===== config.mk =====
export PLATFORM = sky130hd
export DESIGN_NAME = rc_pulse_capture_normalizer
export DESIGN_NICKNAME = d
export VERILOG_FILES = /design/src/hw/rtl/rcpn_pkg.sv /design/src/hw/rtl/rcpn_front.sv /design/src/hw/rtl/rcpn_fifo.sv /design/src/hw/rtl/rcpn_back.sv /design/src/hw/rtl/rc_pulse_capture_normalizer.sv
export SDC_FILE = /design/constraint.sdc
export NUM_CORES = 2
export LEC_CHECK = 0
export BUFFER_PORTS_ARGS = -buffer_cell sky130_fd_sc_hd__buf_2
export CORE_ASPECT_RATIO = 0.7
export CORE_MARGIN = 5
export CORE_UTILIZATION = 45
export CTS_BUF_LIST = sky130_fd_sc_hd__clkbuf_16
export DETAILED_ROUTE_END_ITERATION = 7
export SLEW_MARGIN = 20
export SYNTH_ARGS = -nofsm -noshare
export SYNTH_HDL_FRONTEND = slang
export SYNTH_HIERARCHICAL = 1
export SYNTH_SLANG_ARGS = --single-unit

===== constraint.sdc =====
create_clock -name clk -period 17.4 [get_ports clk]
set_input_delay 1.74 -clock clk [delete_from_list [all_inputs] [get_ports clk]]
set_output_delay 1.74 -clock clk [all_outputs]
set_load 0.05 [all_outputs]

===== src/hw/rtl/rcpn_pkg.sv =====
// rcpn_pkg: types and constants shared by the rc pulse capture normalizer.
// No dependencies.
package rcpn_pkg;

    typedef struct packed {
        logic [2:0]  pin_channel;
        logic        level;
        logic [31:0] time_us;
    } in_item_t;

    typedef struct packed {
        logic [2:0]  logical_channel;
        logic [9:0]  position;
        logic [15:0] raw_width;
    } out_item_t;

    // measurement handed from front to back
    typedef struct packed {
        logic [2:0]  ch;
        logic [2:0]  lch;
        logic [15:0] width;
    } meas_t;

    localparam logic [2:0] REG_PPM_MODE    = 3'd0;
    localparam logic [2:0] REG_DEAD_BAND   = 3'd1;
    localparam logic [2:0] REG_CAL_LOW     = 3'd2;
    localparam logic [2:0] REG_CAL_HIGH    = 3'd3;
    localparam logic [2:0] REG_CHANNEL_MAP = 3'd4;

    localparam logic [11:0] CAL_LOW_RESET  = 12'd1100;
    localparam logic [11:0] CAL_HIGH_RESET = 12'd1900;
    localparam logic [17:0] MAP_RESET      = 18'd181896;
    localparam logic [11:0] LEARN_FLOOR    = 12'd800;
    localparam logic [11:0] LEARN_CEIL     = 12'd2200;
    localparam logic [10:0] NO_POSITION    = 11'd1023;

endpackage


===== src/hw/rtl/rcpn_front.sv =====
// rcpn_front: edge capture, PWM/PPM timing, width measurement.
// Depends on rcpn_pkg.
module rcpn_front #(
    parameter int NUM_CHANNELS = 6,
    parameter int SYNC_GAP_US  = 4000
) (
    input  logic              clk,
    input  logic              rst_n,
    input  logic              push,
    output logic              full,
    input  rcpn_pkg::in_item_t in_item,
    input  logic              ppm_mode,
    input  logic [17:0]       channel_map,
    output logic              m_valid,
    input  logic              m_ready,
    output rcpn_pkg::meas_t   m_item
);
    import rcpn_pkg::*;

    logic [NUM_CHANNELS-1:0][31:0] rise_reg;
    logic [31:0] train_reg;
    logic [2:0]  slot_reg;
    logic        mv_reg;
    meas_t       m_reg;

    logic        acc;
    logic [31:0] delta;
    logic [15:0] sat;
    logic [2:0]  ch;
    logic        emit;

    assign full    = mv_reg && !m_ready;
    assign acc     = push && !full;
    assign m_valid = mv_reg;
    assign m_item  = m_reg;

    always_comb
    begin
        ch    = in_item.pin_channel;
        emit  = 1'b0;
        delta = 32'd0;
        if (ppm_mode)
        begin
            ch    = slot_reg;
            delta = in_item.time_us - train_reg;
            emit  = in_item.level && (delta <= 32'(SYNC_GAP_US))
                    && (32'(slot_reg) < 32'(NUM_CHANNELS));
        end
        else if (32'(in_item.pin_channel) < 32'(NUM_CHANNELS))
        begin
            delta = in_item.time_us - rise_reg[in_item.pin_channel];
            emit  = !in_item.level;
        end
        sat = (delta > 32'd65535) ? 16'hFFFF : delta[15:0];
    end

    always_ff @(posedge clk or negedge rst_n)
    begin
        if (!rst_n)
        begin
            rise_reg  <= '0;
            train_reg <= '0;
            slot_reg  <= '0;
            mv_reg    <= 1'b0;
        end
        else
        begin
            if (m_ready)
                mv_reg <= 1'b0;
            if (acc)
            begin
                if (emit)
                begin
                    mv_reg      <= 1'b1;
                    m_reg.ch    <= ch;
                    m_reg.lch   <= 3'(channel_map >> (3 * ch));
                    m_reg.width <= sat;
                end
                if (ppm_mode)
                begin
                    if (in_item.level)
                    begin
                        train_reg <= in_item.time_us;
                        if (delta > 32'(SYNC_GAP_US))
                            slot_reg <= '0;
                        else if (slot_reg != 3'd7)
                            slot_reg <= slot_reg + 3'd1;
                    end
                end
                else if (in_item.level && 32'(in_item.pin_channel) < 32'(NUM_CHANNELS))
                    rise_reg[in_item.pin_channel] <= in_item.time_us;
            end
        end
    end
endmodule


===== src/hw/rtl/rcpn_fifo.sv =====
// rcpn_fifo: short queue of measurements between front and back.
// Depends on rcpn_pkg.
module rcpn_fifo (
    input  logic            clk,
    input  logic            rst_n,
    input  logic            wr_valid,
    output logic            wr_ready,
    input  rcpn_pkg::meas_t wr_item,
    output logic            rd_valid,
    input  logic            rd_ready,
    output rcpn_pkg::meas_t rd_item
);
    import rcpn_pkg::*;

    meas_t     mem_reg [4];
    logic [1:0] wp_reg, rp_reg;
    logic [2:0] cnt_reg;
    logic wr, rd;

    assign wr_ready = cnt_reg != 3'd4;
    assign rd_valid = cnt_reg != 3'd0;
    assign rd_item  = mem_reg[rp_reg];
    assign wr = wr_valid && wr_ready;
    assign rd = rd_valid && rd_ready;

    always_ff @(posedge clk or negedge rst_n)
    begin
        if (!rst_n)
        begin
            wp_reg  <= '0;
            rp_reg  <= '0;
            cnt_reg <= '0;
        end
        else
        begin
            if (wr)
            begin
                mem_reg[wp_reg] <= wr_item;
                wp_reg <= wp_reg + 2'd1;
            end
            if (rd)
                rp_reg <= rp_reg + 2'd1;
            cnt_reg <= cnt_reg + {2'd0, wr} - {2'd0, rd};
        end
    end
endmodule


===== src/hw/rtl/rcpn_back.sv =====
// rcpn_back: range learning, normalization with iterative divider, result register.
// Depends on rcpn_pkg.
module rcpn_back #(
    parameter int NUM_CHANNELS = 6
) (
    input  logic             clk,
    input  logic             rst_n,
    input  logic             m_valid,
    output logic             m_ready,
    input  rcpn_pkg::meas_t  m_item,
    input  logic [8:0]       dead_band,
    input  logic             ld_low,
    input  logic             ld_high,
    input  logic [11:0]      cfg_val,
    output logic             empty,
    input  logic             pop,
    output rcpn_pkg::out_item_t out_item
);
    import rcpn_pkg::*;

    typedef enum logic [1:0] {S_IDLE, S_CALC, S_DIV, S_DONE} state_t;

    state_t state_reg;
    logic [NUM_CHANNELS-1:0][11:0] lo_reg, hi_reg;
    logic [NUM_CHANNELS-1:0][10:0] last_reg;
    meas_t m_reg;
    logic [20:0] num_reg, rem_reg;
    logic [13:0] den_reg;
    logic [20:0] quo_reg;
    logic [4:0]  cnt_reg;
    logic [9:0]  base_reg;
    logic [10:0] pfix_reg;
    logic        use_fix_reg;
    logic        ov_reg;
    out_item_t   o_reg;

    // signed working values
    logic signed [17:0] w, lo, hi, s, c, x, ilo, ihi;
    logic signed [17:0] p_fix;
    logic        fixed, upper;
    logic [11:0] nlo, nhi;
    logic [21:0] rtry;
    logic signed [23:0] pfull;
    logic [10:0] pos;
    logic [2:0]  ch_i;

    assign m_ready  = state_reg == S_IDLE && !ov_reg;
    assign empty    = !ov_reg;
    assign out_item = o_reg;
    assign ch_i     = m_reg.ch;

    always_comb
    begin
        nlo = lo_reg[ch_i];
        nhi = hi_reg[ch_i];
        if ({4'd0, m_reg.width} < {4'd0, nlo} && m_reg.width > {4'd0, LEARN_FLOOR})
            nlo = m_reg.width[11:0];
        if ({4'd0, m_reg.width} > {4'd0, nhi} && m_reg.width < {4'd0, LEARN_CEIL})
            nhi = m_reg.width[11:0];
        w  = $signed({2'b0, m_reg.width});
        lo = $signed({6'b0, nlo});
        hi = $signed({6'b0, nhi});
        s  = $signed({9'b0, dead_band});
        c  = (lo + hi) >>> 1;
        fixed = 1'b1;
        upper = 1'b0;
        p_fix = 18'sd500;
        x = '0; ilo = '0; ihi = '0;
        if (w > c + s)
        begin
            upper = 1'b1;
            if (w >= hi - s)
                p_fix = 18'sd1000;
            else
            begin
                fixed = 1'b0; x = w; ilo = c + s; ihi = hi;
            end
        end
        else if (w <= c - s)
        begin
            if (w < lo + s)
                p_fix = 18'sd0;
            else
            begin
                fixed = 1'b0; x = w; ilo = lo; ihi = c - s;
            end
        end
        if (!fixed && ihi == ilo)
        begin
            fixed = 1'b1;
            p_fix = upper ? 18'sd501 : 18'sd1;
        end
    end

    assign rtry  = {rem_reg, num_reg[20]} - {8'd0, den_reg};
    assign pfull = $signed({3'b0, quo_reg}) + $signed({14'b0, base_reg});

    always_comb
    begin
        if (use_fix_reg)
            pos = pfix_reg;
        else if (pfull > 24'sd1000)
            pos = 11'd1000;
        else
            pos = pfull[10:0];
    end

    always_ff @(posedge clk or negedge rst_n)
    begin
        if (!rst_n)
        begin
            state_reg <= S_IDLE;
            for (int i = 0; i < NUM_CHANNELS; i++)
            begin
                lo_reg[i]   <= CAL_LOW_RESET;
                hi_reg[i]   <= CAL_HIGH_RESET;
                last_reg[i] <= NO_POSITION;
            end
            ov_reg <= 1'b0;
        end
        else
        begin
            if (pop && ov_reg)
                ov_reg <= 1'b0;
            if (ld_low)
                for (int i = 0; i < NUM_CHANNELS; i++) lo_reg[i] <= cfg_val;
            if (ld_high)
                for (int i = 0; i < NUM_CHANNELS; i++) hi_reg[i] <= cfg_val;
            unique case (state_reg)
                S_IDLE:
                begin
                    if (m_valid && m_ready)
                    begin
                        m_reg <= m_item;
                        if (m_item.lch <= 3'd5)
                            state_reg <= S_CALC;
                    end
                end
                S_CALC:
                begin
                    lo_reg[ch_i] <= nlo;
                    hi_reg[ch_i] <= nhi;
                    use_fix_reg  <= fixed;
                    // fixed results are in 0..1000 already
                    pfix_reg <= p_fix[10:0];
                    // x >= ilo and ihi > ilo on the linear path; both maps span 498
                    num_reg  <= 21'(x - ilo) * 21'd498;
                    den_reg  <= 14'(ihi - ilo);
                    base_reg <= upper ? 10'd501 : 10'd1;
                    rem_reg  <= '0;
                    quo_reg  <= '0;
                    cnt_reg  <= '0;
                    state_reg <= fixed ? S_DONE : S_DIV;
                end
                S_DIV:
                begin
                    num_reg <= {num_reg[19:0], 1'b0};
                    if (!rtry[21])
                    begin
                        rem_reg <= rtry[20:0];
                        quo_reg <= {quo_reg[19:0], 1'b1};
                    end
                    else
                    begin
                        rem_reg <= {rem_reg[19:0], num_reg[20]};
                        quo_reg <= {quo_reg[19:0], 1'b0};
                    end
                    cnt_reg <= cnt_reg + 5'd1;
                    if (cnt_reg == 5'd20)
                        state_reg <= S_DONE;
                end
                S_DONE:
                begin
                    if (pos != last_reg[ch_i])
                    begin
                        last_reg[ch_i]        <= pos;
                        ov_reg                <= 1'b1;
                        o_reg.logical_channel <= m_reg.lch;
                        o_reg.position        <= pos[9:0];
                        o_reg.raw_width       <= m_reg.width;
                    end
                    state_reg <= S_IDLE;
                end
                default: state_reg <= S_IDLE;
            endcase
        end
    end
endmodule


===== src/hw/rtl/rc_pulse_capture_normalizer.sv =====
// rc_pulse_capture_normalizer: top level, config registers, front/queue/back.
// Depends on rcpn_pkg, rcpn_front, rcpn_fifo, rcpn_back.
// The front takes an edge whenever it is not full. For a measured width the back steps
// through take, learn, a 21-step restoring divider and compare when its position is
// linear-mapped, skips the divider on a fixed position and only takes an unmapped
// channel; it takes no new width until done with the last. Widths queue four deep
// between the two; a waiting result holds the back until it is popped.
module rc_pulse_capture_normalizer #(
    parameter int NUM_CHANNELS = 6,
    parameter int SYNC_GAP_US  = 4000
) (
    input  logic                 clk,
    input  logic                 rst_n,
    input  logic                 push,
    output logic                 full,
    input  rcpn_pkg::in_item_t   in_item,
    output logic                 empty,
    input  logic                 pop,
    output rcpn_pkg::out_item_t  out_item,
    input  logic                 cfg_we,
    input  logic [2:0]           cfg_index,
    input  logic [17:0]          cfg_data
);
    import rcpn_pkg::*;

    logic        ppm_reg;
    logic [8:0]  db_reg;
    logic [17:0] map_reg;
    logic        fv, fr, qv, qr;
    meas_t       fm, qm;
    logic        ld_low, ld_high;

    assign ld_low  = cfg_we && cfg_index == REG_CAL_LOW;
    assign ld_high = cfg_we && cfg_index == REG_CAL_HIGH;

    always_ff @(posedge clk or negedge rst_n)
    begin
        if (!rst_n)
        begin
            ppm_reg <= 1'b0;
            db_reg  <= '0;
            map_reg <= MAP_RESET;
        end
        else if (cfg_we)
        begin
            unique case (cfg_index)
                REG_PPM_MODE:    ppm_reg <= cfg_data[0];
                REG_DEAD_BAND:   db_reg  <= cfg_data[8:0];
                REG_CHANNEL_MAP: map_reg <= cfg_data;
                default: ;
            endcase
        end
    end

    rcpn_front #(.NUM_CHANNELS(NUM_CHANNELS), .SYNC_GAP_US(SYNC_GAP_US)) u_front (
        .clk, .rst_n, .push, .full, .in_item,
        .ppm_mode(ppm_reg), .channel_map(map_reg),
        .m_valid(fv), .m_ready(fr), .m_item(fm)
    );

    rcpn_fifo u_fifo (
        .clk, .rst_n, .wr_valid(fv), .wr_ready(fr), .wr_item(fm),
        .rd_valid(qv), .rd_ready(qr), .rd_item(qm)
    );

    rcpn_back #(.NUM_CHANNELS(NUM_CHANNELS)) u_back (
        .clk, .rst_n, .m_valid(qv), .m_ready(qr), .m_item(qm),
        .dead_band(db_reg), .ld_low, .ld_high, .cfg_val(cfg_data[11:0]),
        .empty, .pop, .out_item
    );
endmodule

==> results.json <==
{
  "cp_top_family": "compound AO/OA/AOI/OAI gates",
  "largest_register_ff_count": 192,
  "cp-start-kind": "flip-flop",
  "post-route-period-util_pct": 93.1,
  "unrepaired_setup_endpoints_after_global_routing": "false",
  "ctsHtreeMaxLevel": 3,
  "leading_cell_types_in_the_layout_fill_and_taps_excluded": "sky130_fd_sc_hd__a21oi_1 (441), sky130_fd_sc_hd__dfrtp_1 (343), sky130_fd_sc_hd__nor2_1 (342), sky130_fd_sc_hd__inv_1 (326), sky130_fd_sc_hd__mux2_2 (317)",
  "synthesis.yosys.warnings": 6,
  "hold-path-cell-count": 0,
  "pin_count_of_the_biggest_net_entering_global_routing": 150,
  "place_area_um2": 46900,
  "final_common_cell": "sky130_fd_sc_hd__a21oi_1",
  "root_buffer": "sky130_fd_sc_hd__clkbuf_16",
  "initial_antenna_violation_count": 9,
  "critPathKind": "reg2reg",
  "largest_stage_delay_on_the_critical_path_ps": 600,
  "die_width_um": 387,
  "floorplan.initialDensity_pct": 45.6,
  "worst_clock_skew_ps": 44.6,
  "worstPathBufferInverterCount": 8,
  "finalHoldViolCount": 0,
  "cts_buffers": 77,
  "ioPinCount": 93,
  "timing.reg2reg.setup_slack_ps": 1210,
  "layout-drive-gt1-share_pct": 19.2,
  "die_height_um": 274,
  "design_area_um2": 49500,
  "cts_sinks": 724,
  "finish.net_count": 4782,
  "synth-seq-area-share_pct": 43.5,
  "wl_per_cell_um": 22.6,
  "path_clk_slew_ps": 60,
  "worst-path-max-fanout": 14,
  "post_layout_nonfiller_instances": 5763,
  "setup-violations-final": 0,
  "most_used_flip_flop_cell_after_synthesis": "sky130_fd_sc_hd__dfrtp_1",
  "avgViaCountPerCell": 5.93,
  "cp_data_required_time_ps": 17790,
  "tritonroute_pass_1_iters": 6,
  "postSynthRegisterBits": 724,
  "postSynthCellCount": 4312,
  "coreArea_um2": 98500,
  "post_cts_buffers": 0,
  "postSynthAreaPerCell_um2": 10.4,
  "dr_drc_count": 0,
  "cpMaxStageDelayCell": "sky130_fd_sc_hd__edfxtp_1",
  "placement.io_buffers": 92,
  "num-fill-cells": 9070,
  "place.detailed.hpwl_um": 93200,
  "route.vias.total": 34200,
  "endpoint_with_the_worst_hold_slack": "u_fifo/mem_reg[3][18]$_DFFE_PP_",
  "hold_path_class": "reg2reg",
  "placed_cells_incl_taps": 5617,
  "maxClockFrequency_mhz": 61.8,
  "min_from": "u_front/m_item[18]$_DFFE_PP_",
  "crit-reg2reg-capture": "u_back/num_reg[20]$_DFFE_PP_",
  "critical_path.endpoint_type": "flip-flop",
  "outcome": "completed",
  "grt_pass1_wl_um": 200000,
  "number_of_global_route_vias_before_repair": 32300,
  "reg2regPathDepth": 69,
  "critical_path.most_common_cell": "sky130_fd_sc_hd__a21oi_1",
  "grtUsageTotal_pct": 24.1,
  "drt_iter0_drc": 3461,
  "period_needed_ps": 16190,
  "slew_violations": 0,
  "row_cnt": 96,
  "synthesis.area_um2": 44900,
  "reg2reg_from": "u_back/ch_i[2]$_DFFE_PP_",
  "finalCoreUtilization_pct": 50.3,
  "timing_worst_slew_pin_value_ps": 1110,
  "design.die.area_um2": 106000,
  "antenna_left": 0,
  "maxCapViolCount": 0,
  "clkLatencyLatePin_ps": 680,
  "synth-edff-count": 248,
  "postSynthNetCount": 4721,
  "relSlewSlack_pct": 25.5,
  "post_synth_num_cell_types": 107,
  "gr-total-overflow": 0,
  "syn2layout_area_growth_pct": 10.4,
  "worst-endpoint-arrival_ps": 16580,
  "postRouteWirelength_um": 131000,
  "clock_tree_from_tritoncts": "built",
  "finalSetupTns_ps": 0,
  "globalplace.congestion": 0.995,
  "synth-async-reset-ratio_pct": 65.7,
  "cts.path.max_buffers": 3
}
-- how the worst max path moves through the flow --
stage,start,endpoint,cells past startpoint
CTS,u_back/ch_i[2]$_DFFE_PP_,u_back/num_reg[20]$_DFFE_PP_,70
finish,u_back/ch_i[2]$_DFFE_PP_,u_back/num_reg[20]$_DFFE_PP_,69
global placement,u_back/ch_i[2]$_DFFE_PP_,u_back/num_reg[20]$_DFFE_PP_,70
floorplan,u_back/ch_i[0]$_DFFE_PP_,u_back/num_reg[20]$_DFFE_PP_,72
global route,u_back/ch_i[1]$_DFFE_PP_,u_back/num_reg[20]$_DFFE_PP_,71
detailed placement,u_back/ch_i[2]$_DFFE_PP_,u_back/num_reg[20]$_DFFE_PP_,70
-- layer usage --
layer,vias to the layer above,track usage (%),wire length [µm]
li1,15800,-,-
met1,17000,38.9,65600
met2,1254,32.6,51400
met3,148,5.22,11200
met4,2,4.70,2220
met5,-,0,12
-- metrics by stage --
| stage | hold slack [ps] | setup slack, ps |
|---|---|---|
| floorplan | 400 | 2450 |
| global placement | 477 | 1680 |
| detailed placement | 477 | 1330 |
| CTS | 489 | 1250 |
| global route | 506 | 24.2 |
| finish | 489 | 1210 |
-- cell type report --
cell class,instances,area [µm²],share of cell area (%)
Sequential cell,724,19500,39.4
Clock buffer,80,2000,4.04
Antenna cell,3,7.51,0.0152
Tap cell,1323,1660,3.34
Clock inverter,63,539,1.09
Multi-Input combinational cell,3069,23400,47.3
Timing Repair Buffer,190,1220,2.47
Inverter,311,1170,2.36
-- cells by family (layout without fill, tap and decap cells) --
family          count (synthesis)  after routing  share of synthesized area [%]
compound gates               1114           1114                           15.9
mux                           429            429                           11.3
xor+xnor                      156            156                           3.09
fa+ha+maj                     351            351                           10.7
simple gates                 1018           1018                           10.9
flops                         724            724                           43.5
buf+inv                       519            644                           4.58
other cells                     1              4                        0.00836
-- what timing repair did --
item | CTS | global route
hold buffers | 0 | 0
gates resized for setup | 0 | 4
setup endpoints to repair | 0 | 1
-- Yosys cell counts (42+ instances only) --
cell type,count,area share [%]
sky130_fd_sc_hd__a21o_1,62,1.0
sky130_fd_sc_hd__a21oi_1,442,4.9
sky130_fd_sc_hd__a221oi_1,42,0.82
sky130_fd_sc_hd__a22oi_1,70,1.2
sky130_fd_sc_hd__and2_1,70,0.98
sky130_fd_sc_hd__clkbuf_1,146,1.2
sky130_fd_sc_hd__dfrtp_1,343,19
sky130_fd_sc_hd__dfstp_2,133,7.8
sky130_fd_sc_hd__edfxtp_1,248,17
sky130_fd_sc_hd__fa_1,55,2.5
sky130_fd_sc_hd__ha_1,292,8.1
sky130_fd_sc_hd__inv_1,310,2.6
sky130_fd_sc_hd__mux2_2,317,8.0
sky130_fd_sc_hd__mux2i_1,75,1.7
sky130_fd_sc_hd__nand2_1,252,2.1
sky130_fd_sc_hd__nand2b_1,42,0.59
sky130_fd_sc_hd__nand3_1,60,0.67
sky130_fd_sc_hd__nor2_1,346,2.9
sky130_fd_sc_hd__o21ai_0,159,1.8
sky130_fd_sc_hd__xnor2_1,92,1.8
sky130_fd_sc_hd__xor2_1,62,1.2
Power is left out: the tool's default activity adds up to more than one toggle a clock period on the data nets, which glitch-free logic cannot reach.
